### config.mk
export PLATFORM = sky130hd
export DESIGN_NAME = gcqp_alu
export DESIGN_NICKNAME = d
export VERILOG_FILES = /design/src/design/gcqp_pkg.sv /design/src/design/gcqp_alu.sv
export SDC_FILE = /design/constraint.sdc
export NUM_CORES = 1
export LEC_CHECK = 0
export BUFFER_PORTS_ARGS = -buffer_cell sky130_fd_sc_hd__buf_2
export CAP_MARGIN = 10
export CORE_AREA = 8 8 45 47
export DETAILED_ROUTE_END_ITERATION = 16
export DIE_AREA = 0 0 53 55
export GPL_ROUTABILITY_DRIVEN = 0
export PLACE_DENSITY_LB_ADDON = 0.2
export SYNTH_ARGS = -nofsm -noshare
export SYNTH_HDL_FRONTEND = slang
export SYNTH_SLANG_ARGS = --single-unit
export TNS_END_PERCENT = 5
### constraint.sdc
create_clock -name vclk -period 3.2
set_input_delay 0 -clock vclk [all_inputs]
set_output_delay 0 -clock vclk [all_outputs]
set_load 0.005 [all_outputs]
### src/design/gcqp_pkg.sv
// Shared constants, codes and types of the glyph cache block.
package gcqp_pkg;

    localparam int TABLE_SLOTS = 256;
    localparam int IDX_W       = $clog2(TABLE_SLOTS);
    localparam int SQ_W        = IDX_W + 2;
    localparam int I_W         = IDX_W + 1;
    localparam int CODE_W      = 21;
    localparam int MET_W       = 24;
    localparam int ENTRY_W     = CODE_W + MET_W;
    localparam int SLOT_W      = 8;
    localparam int STATUS_W    = 2;

    localparam logic [STATUS_W-1:0] ST_HIT      = 2'd0;
    localparam logic [STATUS_W-1:0] ST_INSERTED = 2'd1;
    localparam logic [STATUS_W-1:0] ST_REPLACED = 2'd2;
    localparam logic [STATUS_W-1:0] ST_MISS     = 2'd3;

    typedef enum logic [0:0] {
        ALU_ADD = 1'b0,
        ALU_SUB = 1'b1
    } t_alu_op;

    typedef enum logic [4:0] {
        S_IDLE  = 5'b00001,
        S_LEFT  = 5'b00010,
        S_RIGHT = 5'b00100,
        S_MATCH = 5'b01000,
        S_ADV   = 5'b10000
    } t_state;

endpackage

### src/design/gcqp_alu.sv
// Shared adder/subtractor for probe addresses and the running square.
module gcqp_alu (
    input  gcqp_pkg::t_alu_op          i_op,
    input  logic [gcqp_pkg::SQ_W-1:0] i_a,
    input  logic [gcqp_pkg::SQ_W-1:0] i_b,
    output logic [gcqp_pkg::SQ_W-1:0] o_sum,
    output logic                       o_carry
);

    logic [gcqp_pkg::SQ_W-1:0] b_eff;
    logic                      cin;

    always_comb begin
        b_eff = (i_op == gcqp_pkg::ALU_SUB) ? ~i_b : i_b;
        cin   = (i_op == gcqp_pkg::ALU_SUB);
        {o_carry, o_sum} = {1'b0, i_a} + {1'b0, b_eff} + {{gcqp_pkg::SQ_W{1'b0}}, cin};
    end

endmodule
=== After elaboration in Yosys (flattened, before gate mapping) ===
Index checks and enable logic that the tools add are counted.

* Output and inout port bits: 11
* Input port bits: 21
* Word-level logic and storage cells: 4
* Register bits after elaboration: 0

* Bitwise operators: 1
* $add $sub $neg: 2
* Multiplexer cells: 1

{| class="wikitable"
|+ Operators by type and width
! kind !! number
|-
| $add 10x10->11 || 1
|-
| $add 11x1->11 || 1
|-
| $mux 10 || 1
|-
| $not 10->10 || 1
|}

=== Longest topological paths before layout ===
* Depth in word-level cells: 4
* Depth in mapped cells: 8
* Gate-level depth less buffers: 7

=== Worst setup path before layout ===
No wires, ideal clock.

* Path kind: input port to output port
* Start: in i_op
* End: out o_sum[8] (netlist name)
* Data required time: 3.200 ns
* Path slack: 1.475 ns
* Arrival time: 1.725 ns
* Path buffers: 1
* Stages: 8
* Cells stage by stage: buf_6 -> mux2_4 -> fa_1 -> a21oi_1 -> o211ai_1 -> or3_1 -> a31oi_1 -> xnor2_1

* Cells in the longest elaborated chain, start to end: 3

{| class="wikitable"
|+ RTL lines
! element !! RTL line !! source
|-
| start: declaration || gcqp_alu.sv:3 || <nowiki>input gcqp_pkg::t_alu_op i_op,</nowiki>
|-
| $mux 10 || gcqp_alu.sv:14 || <nowiki>b_eff = (i_op == gcqp_pkg::ALU_SUB) ? ~i_b : i_b;</nowiki>
|-
| $add 10x10->11 || gcqp_alu.sv:16 || <nowiki>{o_carry, o_sum} = {1'b0, i_a} + {1'b0, b_eff} + {{gcqp_pkg::SQ_W{1'b0}}, cin};</nowiki>
|-
| $add 11x1->11 (*) || gcqp_alu.sv:16 ||
|-
| end: declaration || gcqp_alu.sv:6 || <nowiki>output logic [gcqp_pkg::SQ_W-1:0] o_sum,</nowiki>
|}

Every way passes the cells marked *; elsewhere a longest branch is shown, timed or not.

=== Final worst setup path ===
Ends and elaborated chain as after synthesis.

==> metrics.yaml <==
status: "finished clean"
finalCriticalPeriod_ps: 2020
synthToLayoutAreaGrowth_pct: 29.3
finalInstanceArea_um2: 728
ys_types: 26
final_hold_viol_count: 0
finalSetupViolations: 0
hpwl_mm: 1.23
power_mw: 0.208
power.density_nw_per_um2: 286
crit_type: "in -> out"
num-fill-cells: 153
crit_path_end_kind: "output pin"
switching_share: 0.492
yosysTopAreaCellShare: 0.222
grt.overflow.total: 0
period_share: 0.632
first_global_vias: 614
io_pins: 32
dpl.cell_count: 110
cp-start-kind: "primary input"
dr.pass1.iters: 2
slew_viol_final: 0
required_ps: 3200
placed_cell_area_um2: 728
grt_pass1_wl_mm: 2.38
grt.total_usage: 0.0977
nets: 128
die_area_um2: 2920
hold-path-endpoint: "o_sum[0]"
antenna_left: 0
clkbuf_count: 0
path_max_fanout: 10
hold_path_class: "in -> out"
initial_utilization: 0.407
viasPerCell: 5.20
drt-total-wl_mm: 1.37
cts-hold-fix-buffers: 0
drc: 0
seqPwrFrac: 0
core_um2: 1380
post_drt_wl_per_cell_um: 12.4
rows: 14
syn-num-nets: 96
drive_gt1_frac: 0.394
regArea_um2: 0
netlist_top_cells_area: "ha_1 22%, xor2_1 20%, a21o_1 8.0%"
relSlewSlack: 0.820
p_int_mw: 0.106
combinationalPowerShare: 1.000
final_common_cell: "buf_2"
io_buffers: 32
ys_seq_area_frac: 0
final_cell_mix: "32 x buf_2, 13 x xor2_1, 10 x ha_1"
die_y_um: 55
synth_cells: 64
ys_warn_count: 0
p_sw_mw: 0.102
yosysTopAreaCell: "ha_1"
vdd_drop_max_mv: 0.114
hold_start: "i_a[0]"
avgSynthCellArea_um2: 8.80
seq_cells: 0
stdcell_count: 110
grt_max_degree: 11
cts_setup_buffers: 0
hold-path-cell-count: 3
fin_tns_setup_ps: 0
grt_antenna_before_repair: 0
n_antenna_cell: 0
clock.fmax_mhz: 494
hold_slack_ps: 268
max-cap-violations: 0
total_leakage_power_nw: 0.403
num_vias: 572
die_x_um: 53
cp_data_arrival_time_ps: 2020
cts_resized: 0
p_clk_frac: 0
rsz0062_at_grt: "false"
drt-initial-drc-count: 2
synth_area_um2: 563
worst_pin_slew_ps: 270
[final cells by class]
class / instances / area [um^2] / share of cell area
inverter: 2 / 7.51 / 0.0103
multi-input combinational: 60 / 541 / 0.742
tap: 16 / 20.0 / 0.0275
timing repair buffer: 32 / 160 / 0.220
[through the flow]
| step | utilization | worst slack [ps] |
|---|---|---|
| 2_1_floorplan | - | 1470 |
| 3_3_place_gp | 0.526 | 1180 |
| 3_5_place_dp | 0.526 | 1160 |
| 4_1_cts | 0.526 | 1160 |
| 5_1_grt | 0.526 | 1020 |
| 6_report | 0.526 | 1180 |
[worst max path at each step]
stage / start / end / slack, ps / depth (start not counted)
floorplan: i_op / o_sum[8] / 1470 / 8
global placement: i_op / o_sum[8] / 1180 / 9
detailed placement: i_op / o_sum[8] / 1160 / 9
CTS: i_op / o_sum[8] / 1160 / 9
global route: i_op / o_sum[8] / 1020 / 9
finish: i_op / o_sum[8] / 1180 / 9
[cells by family after synthesis]
group / synth area share
multiplexers: 0.0267
AO/OA/AOI/OAI: 0.293
buffers and inverters: 0.0400
AND/OR/NAND/NOR: 0.118
adder cells (fa/ha/maj): 0.258
XOR/XNOR: 0.264
[power by group through the flow]
stage | clock network [mW] | logic, mW | registers [mW]
after CTS | 0 | 0.212 | 0
after floorplan | 0 | 0.141 | 0
after global placement | 0 | 0.210 | 0
final | 0 | 0.208 | 0
after detailed placement | 0 | 0.211 | 0
after global routing | 0 | 0.236 | 0
[cells in the mapped netlist]
cell type	n
or2_1	1
a221o_1	1
fa_1	1
o21bai_1	1
and3_1	2
a31oi_1	1
nand2_1	1
nor2_1	2
clkbuf_1	1
or3_1	1
o31ai_2	1
mux2_4	1
inv_1	2
a21oi_1	3
a21o_1	6
xnor2_1	4
ha_1	10
a31o_4	1
a211oi_2	1
a31oi_4	1
nand3_1	3
buf_6	1
or4_1	2
xor2_1	13
o21ai_0	2
o211ai_1	1
[layer usage]
layer / vias to the layer above / global-route usage / wire length, um
li1: 297 / - / -
met1: 257 / 0.123 / 632
met2: 18 / 0.182 / 649
met3: 0 / 0.0134 / 85
met4: 0 / 0 / 0
met5: - / 0 / 0
[critical path: stages]
cell and delay, ps:
buf_2 190, mux2_4 310, fa_1 400, a21oi_1 200, o211ai_1 130, or3_1 310, a31oi_1 200, xnor2_1 140
buf_2 130
(Power assumes the default switching activity.)
