<file path="src/design/gcqp_ram.sv">
// Generic single-port-write, registered-read RAM.
module gcqp_ram #(
    parameter int WIDTH = 8,
    parameter int DEPTH = 16
) (
    input  logic                     i_clk,
    input  logic                     i_we,
    input  logic [$clog2(DEPTH)-1:0] i_waddr,
    input  logic [WIDTH-1:0]         i_wdata,
    input  logic [$clog2(DEPTH)-1:0] i_raddr,
    output logic [WIDTH-1:0]         o_rdata
);

    logic [WIDTH-1:0] r_mem [DEPTH];
    logic [WIDTH-1:0] r_rdata;

    always_ff @(posedge i_clk) begin
        if (i_we) begin
            r_mem[i_waddr] <= i_wdata;
        end
        r_rdata <= r_mem[i_raddr];
    end

    assign o_rdata = r_rdata;

endmodule

</file>
<file path="config.mk">
export PLATFORM = sky130hd
export DESIGN_NAME = gcqp_ram
export DESIGN_NICKNAME = d
export VERILOG_FILES = /design/src/design/gcqp_ram.sv
export SDC_FILE = /design/constraint.sdc
export NUM_CORES = 1
export LEC_CHECK = 0
export ABC_CLOCK_PERIOD_IN_PS = 2100
export BUFFER_PORTS_ARGS = -buffer_cell sky130_fd_sc_hd__clkbuf_2
export CAP_MARGIN = 0
export CELL_PAD_IN_SITES_DETAIL_PLACEMENT = 2
export CELL_PAD_IN_SITES_GLOBAL_PLACEMENT = 2
export CORE_ASPECT_RATIO = 1.4
export CORE_MARGIN = 2
export CORE_UTILIZATION = 50
export CTS_BUF_LIST = sky130_fd_sc_hd__clkbuf_8
export DETAILED_ROUTE_END_ITERATION = 10
export HOLD_SLACK_MARGIN = 0.03
export PLACE_DENSITY_LB_ADDON = 0.05
export SYNTH_ARGS = -nofsm -noshare
export SYNTH_HDL_FRONTEND = slang
export SYNTH_SLANG_ARGS = --single-unit
</file>
<file path="constraint.sdc">
create_clock -name i_clk -period 2.1 [get_ports i_clk]
set_input_delay 0.42 -clock i_clk [delete_from_list [all_inputs] [get_ports i_clk]]
set_output_delay 0.42 -clock i_clk [all_outputs]
set_load 0.02 [all_outputs]
</file>
# Word level (Yosys, flattened, before mapping)
# Memories as Yosys holds them, arrays and structs flattened. A register that Yosys moved wholly into a read port is not among the register bits.
# Index checks and enable logic that the tools add are counted.
[word_totals]
mem_count = 1
input_bits = 18
regBits = 0
ram_bits = 128
output_inout_bits = 8
[memory_table]
columns = ["name", "depth", "width", "read_ports", "rd_ports_with_merged_regs", "write_ports", "line_no", "source"]
rows = [
  ["r_mem", 16, 8, 1, 1, 1, "14", "logic [WIDTH-1:0] r_mem [DEPTH];"],
]
[op_classes]
n_mux = 2
[op_table]
columns = ["cell", "count"]
rows = [
  ["1-bit two-way mux", 2],
]

# Longest topological paths before layout
# Gate-level depths: netlist of run 1.
[logic_depth]
word_depth = 2
depth_mapped = 5
depth_no_buf = 3

# Worst setup path before layout of run 1
# Ideal clock, no wire load.
[synth_path]
kind = "in2reg"
start = "in i_waddr[2]"
end = "mem r_mem[0][0], enable pin"
arrival_ns = 1.530
n_path_buf = 0
slack_ns = 0.187
setup_time_ns = 0.383
path_stages = 2
required_ns = 1.717
cell_sequence = "or3b_2 nor3_1"
[synth_lines]
columns = ["item", "line_no", "source"]
rows = [
  ["from (decl)", "8", "input logic [$clog2(DEPTH)-1:0] i_waddr,"],
  ["to (decl)", "14", ""],
]
# Straight into the memory's write port.

==> metrics, run 1 <==
Clock transition at path regs=roughly 0.070 ns; Yosys top cell area share=between 70% and 80%; Vias/cell=between 5 and 6; crit-path max FO=22; GP Congestion=~0.73; Worst Setup EP=o_rdata[1]; RSZ-0062 raised after global routing=no; die area=about 11000 um2; Required @ worst endpoint=2.40 ns; CTS Hold Bufs=0; leakage=0.002044 uW; gr usage total=26.19%; Final Util=59.74%; clock tree buffer depth=2; Fmax achieved=643.1 MHz; CTS tree=built; Critical Path End Type=register; Critical Path AT=approximately 1.9 ns; Hold Crit Class=input pin to register; Starting Density=slightly above 50%; First DRT Iteration DRCs=between 200 and 250; TritonCTS Buffers=17; insertion delay to the later sink of the worst-skew pair=~0.42 ns; Peak VDD IR=roughly 0.00048 V; # H-tree levels=4; hold path startpoint=i_wdata[4]; ratio of cells with drive above 1 in the final layout=31.33%; HPWL Detailed=8.625 mm; Avg Inst Size Synth=approximately 22 um2; CP Launch Point=i_raddr[0]; post-synthesis sequential area ratio=just under 80%; fin crit share=around three quarters; slew margin rel.=approximately 64%; warnings from Yosys=0; chip height=124.1 um; max-cap viol count=0; outcome=complete, no violations; register bit total from synthesis=approximately 140; clock skew=between 0.01 and 0.015 ns; Fin. Hold Viols=0; antenna cells=0; DRT antenna net count=0; Post-CTS Setup Bufs=0; initial antenna violation count=0; reg2reg path depth=3; r2r endpoint=o_rdata[2]; PortBufs=25; worst hold margin=~0.44 ns; fin crit period=between 1.5 and 2 ns; global-route wire length before repair=a little under 20 mm; post-synth cell types=19; grt total ovfl=0; die width=roughly 90 um; synthesized area=just over 5000 um2; Critical-path top delay cell=mux4_2; top post-synthesis cells by area=edfxtp_1, mux4_2, mux4_1; TritonCTS Sinks=between 100 and 150; vias in the first global route=2871; CP top delay family=buffers and inverters; DR pass1 iterations=4; CP Cell Sequence=clkbuf_2, buf_12, buf_4, mux4_2, a22oi_1, nand2_1; critical path type=input pin to register; Synth area leader=edfxtp_1; routed vias=between 2000 and 3000; Avg WL per Cell=about 30 um; WP buf/inv=3; pins over their slew limit=0; Gates resized, CTS repair=0; Pwr Density=slightly above 900 nW/um2; core box area=9953 um2; largest net degree at the start of global routing=33; commonest non-fill, non-tap cell in the layout=edfxtp_1; synthesized net count=about 250; critical path depth=6; RR Startpoint=r_mem[0][2]; DRC viols=0; worst slew pin tran=between 0.5 and 0.6 ns; final wirelength=13.33 mm; Setup-failing EPs final=0; Boundary Pins=26; Std-Cell Rows=43; CTS root buf=clkbuf_8; most frequent cells in the layout=edfxtp_1, clkbuf_2, buf_4, mux4_2, clkbuf_8; startpoint class of the critical path=input pin; Layout Nets=between 300 and 400; Reg2Reg Setup Slack=between 0.6 and 0.7 ns; Post-Syn Instances=229; Layout area overhead=15.51%; crit-path max cell delay=0.52 ns; final setup TNS=0 ns
logic make-up after synthesis:
group | share of synthesized area [%]
flip-flops | 77.78
multiplexers | 15.02
buffers and inverters | 1.677
AO/OA/AOI/OAI | 2.334
AND/OR/NAND/NOR | 3.184
state kept, by name, summed over array words and instances (netlist names):
register	count
r_mem	128
o_rdata	8
layout make-up:
| type | instances | area [um2] |
|---|---|---|
| Clock buffer | 17 | 234.0 |
| Sequential cell | 136 | 4004 |
| Timing Repair Buffer | 50 | 337.8 |
| Multi-Input combinational cell | 83 | 1057 |
| Clock inverter | 14 | 143.9 |
| Tap cell | 135 | 168.9 |
| Fill cell | 806 | 4008 |
worst min path at each step:
stage                        to  slack (ns)  depth (start not counted)
floorplan           r_mem[0][0]        0.52                          0
global placement     o_rdata[0]        0.64                          3
detailed placement   o_rdata[5]        0.67                          3
CTS                 r_mem[5][4]        0.42                          1
global route        r_mem[5][4]        0.43                          1
finish              r_mem[6][4]        0.44                          1
cell usage after synthesis (all sizes together):
| cell | count |
|---|---|
| nand2 | 9 |
| nand2b | 2 |
| mux4 | 32 |
| or3b | 1 |
| nor2b | 1 |
| and2b | 1 |
| buf | 7 |
| nor2 | 13 |
| dfxtp | 8 |
| and2 | 1 |
| nor3 | 4 |
| edfxtp | 128 |
| clkdlybuf4s25 | 3 |
| nand3 | 1 |
| nand3b | 2 |
| a22oi | 16 |
power breakdown:
part	total [uW]	switching, uW	internal [uW]
Combinational	328	201	127
Sequential	3060	24.6	3030
Clock	2090	951	1140
Total	5470	1180	4300
through the flow:
| step | cell area, um2 | setup slack (ns) | total power, uW | cells |
|---|---|---|---|---|
| after floorplan | 5147 | 0.1871 | 3281 | 229 |
| after global placement | 5568 | 0.1383 | 3419 | 404 |
| after detailed placement | 5568 | 0.07873 | 3446 | 404 |
| after CTS | 5946 | 0.5584 | 5524 | 435 |
| after global routing | 5946 | 0.4983 | 5639 | 435 |
| final | 5946 | 0.5451 | 5472 | 435 |
per-layer routing:
metal	routed length, um	vias up	GRT usage [%]
met5	0	-	0
met4	293	0	10.10
met3	522	19	4.295
met2	7450	79	48.20
met1	5067	1378	31.36
li1	-	1091	-
Power figures use the tool's default switching activity.
==> inputs of run 2 (changes only) <==
--- a/config.mk
+++ b/config.mk
@@ -5,14 +5,14 @@
 export SDC_FILE = /design/constraint.sdc
 export NUM_CORES = 1
 export LEC_CHECK = 0
-export ABC_CLOCK_PERIOD_IN_PS = 2100
+export ABC_CLOCK_PERIOD_IN_PS = 1400
 export BUFFER_PORTS_ARGS = -buffer_cell sky130_fd_sc_hd__clkbuf_2
 export CAP_MARGIN = 0
 export CELL_PAD_IN_SITES_DETAIL_PLACEMENT = 2
 export CELL_PAD_IN_SITES_GLOBAL_PLACEMENT = 2
 export CORE_ASPECT_RATIO = 1.4
 export CORE_MARGIN = 2
-export CORE_UTILIZATION = 50
+export CORE_UTILIZATION = 45
 export CTS_BUF_LIST = sky130_fd_sc_hd__clkbuf_8
 export DETAILED_ROUTE_END_ITERATION = 10
 export HOLD_SLACK_MARGIN = 0.03
==> constraint.sdc (replaced) <==
create_clock -name i_clk -period 1.4 [get_ports i_clk]
set_input_delay 0.28 -clock i_clk [delete_from_list [all_inputs] [get_ports i_clk]]
set_output_delay 0.28 -clock i_clk [all_outputs]
set_load 0.02 [all_outputs]
==> run 2 against run 1 <==
  * Count of clock-buffer cells in the layout unchanged
  * Sequential power increased by 50%
  * Via count decreased by 1.7%
  * Clock skew decreased by 0.0039 ns
  * Sequential share of layout area decreased by 2.1 points
  * Register-to-register slack got worse by 0.63 ns
  * Design area increased by 3.2%
  * Wire length decreased by 12%
  * Non-clock buffer count increased by 8
  * Die area increased by 11%
  * Power increased by 47%
==> metrics, run 2 (synthesis gave the netlist of run 1 again) <==
commonest non-fill, non-tap cell in the layout=edfxtp_1; Peak VDD IR=0.0006318 V (+33%); Critical Path AT=1.69 ns (-0.17 ns); die width=94.39 um (+5.2%); critical path type=register to register; vias in the first global route=2771 (-3.5%); Largest register FFs=128 (unchanged); clock tree buffer depth=2 (unchanged); die area=12320 um2 (+11%); Post-CTS Setup Bufs=0 (unchanged); First DRT Iteration DRCs=132 (-38%); most frequent cells in the layout=edfxtp_1, clkbuf_2, buf_4, mux4_2, clkbuf_8; Std-Cell Rows=46 (+7.0%); TritonCTS Buffers=17 (unchanged); final setup TNS=0 ns (unchanged); Layout Nets=314 (+2.6%); Placement Cell Area=5758 um2 (+3.4%); Final Cell Area=6136 um2 (+3.2%); DR pass1 iterations=4 (unchanged); pins over their slew limit=0 (unchanged); crit-path max FO=1 (-95%); DRC viols=0 (unchanged); CTS tree=built; Boundary Pins=26 (unchanged); core box area=11220 um2 (+13%); largest net degree at the start of global routing=24 (-27%); initial antenna violation count=0 (unchanged); clock skew=0.007297 ns (-0.003875 ns); Setup-failing EPs final=0 (unchanged); RSZ-0062 raised after global routing=yes; area of the multi-input gates=1105 um2 (+4.5%); chip height=130.5 um (+5.2%); TritonCTS Sinks=136 (unchanged); startpoint class of the critical path=register; Most flops, register=r_mem; # H-tree levels=4 (unchanged); Hold Crit Class=input pin to register; antenna cells=0 (unchanged); Layout area overhead=19.20%; Fin. Hold Viols=0 (unchanged); GP Congestion=0.7171 (-2.0%); Avg WL per Cell=25.98 um (-15%); PortBufs=25 (unchanged); slew margin rel.=36.95% (-27 points); leakage=0.002071 uW (+1.3%); Pwr Density=1312 nW/um2 (+43%); final wirelength=11.77 mm (-12%); fin crit period=~1.4 ns; FF/Latch Area=4004 um2 (unchanged); reg2reg path depth=3 (unchanged); insertion delay to the later sink of the worst-skew pair=0.43 ns (about the same); Critical Path End Type=register; Vias/cell=5.570 (-5.6%); # fillers=968 (+20%); outcome=complete, no violations; HPWL Detailed=7.743 mm (-10%); gr usage total=21.47% (-4.7 points); fin crit share=between 90% and 100%; Required @ worst endpoint=1.71 ns (-0.69 ns); worst hold stages=1 (unchanged); max-cap viol count=0 (unchanged); Fmax achieved=between 700 and 800 MHz; Starting Density=45.86% (-5.9 points); routed vias=2523 (-1.7%); ratio of cells with drive above 1 in the final layout=40.45% (+9.1 points); DRT antenna net count=0 (unchanged); CTS root buf=clkbuf_8; grt total ovfl=0 (unchanged); global-route wire length before repair=17.72 mm (-10%); worst slew pin tran=0.9439 ns (+0.4104 ns); Clock transition at path regs=0.08 ns (about the same)
## run 2: stage by stage
step                util (%)  worst slack (ns)  hold slack (ns)  instances  power [uW]
detailed placement     51.30           -0.3988           0.6626        421        5201
floorplan                  -          -0.01647           0.3789        229        4928
CTS                    54.58          0.001512           0.2578        453        8140
finish                 54.67           0.02108           0.2745        453        8050
global route           54.67         -0.002013           0.2754        453        8346
global placement       51.30           -0.3517           0.6472        421        5176
## run 2: metal layers
metal / global-route usage (%) / routed length [um]
met5: 0 / 0
met4: 8.184 / 297
met3: 5.562 / 494
met2: 37.31 / 6425
met1: 25.79 / 4551
## run 2: area by class of cell
cell class	count	area share, %
multi-input cells	83	18.01
flip-flops and latches	136	65.25
well taps	144	2.936
repair buffers	58	7.912
clock buffers	17	3.813
clock inverters	15	2.080
## run 2: report_power, final
part	internal, uW	total, uW	switching [uW]
clock network	1400	2930	1530
registers	4550	4580	33.2
logic	233	537	304
## run 2: path summary, 6_finish.rpt
check / start / endpoint / slack [ns]
worst max register to register: r_mem[11][4] / o_rdata[4] / 0.02
worst min register to register: r_mem[15][3] / o_rdata[3] / 0.69
worst min-delay path: i_wdata[6] / r_mem[14][6] / 0.27
worst max-delay path: r_mem[11][4] / o_rdata[4] / 0.02
## run 2: critical path: stages, from the launching register on
cell and delay (ns):
edfxtp_1 0.40, mux4_2 0.49, a22oi_2 0.28, nand2_1 0.09
## run 2: repair_timing
action / in CTS / in global routing
setup endpoints to repair: 3 / 6
resized for setup: 3 / 9
pin swaps: 1 / 3
hold buffers: 0 / 0
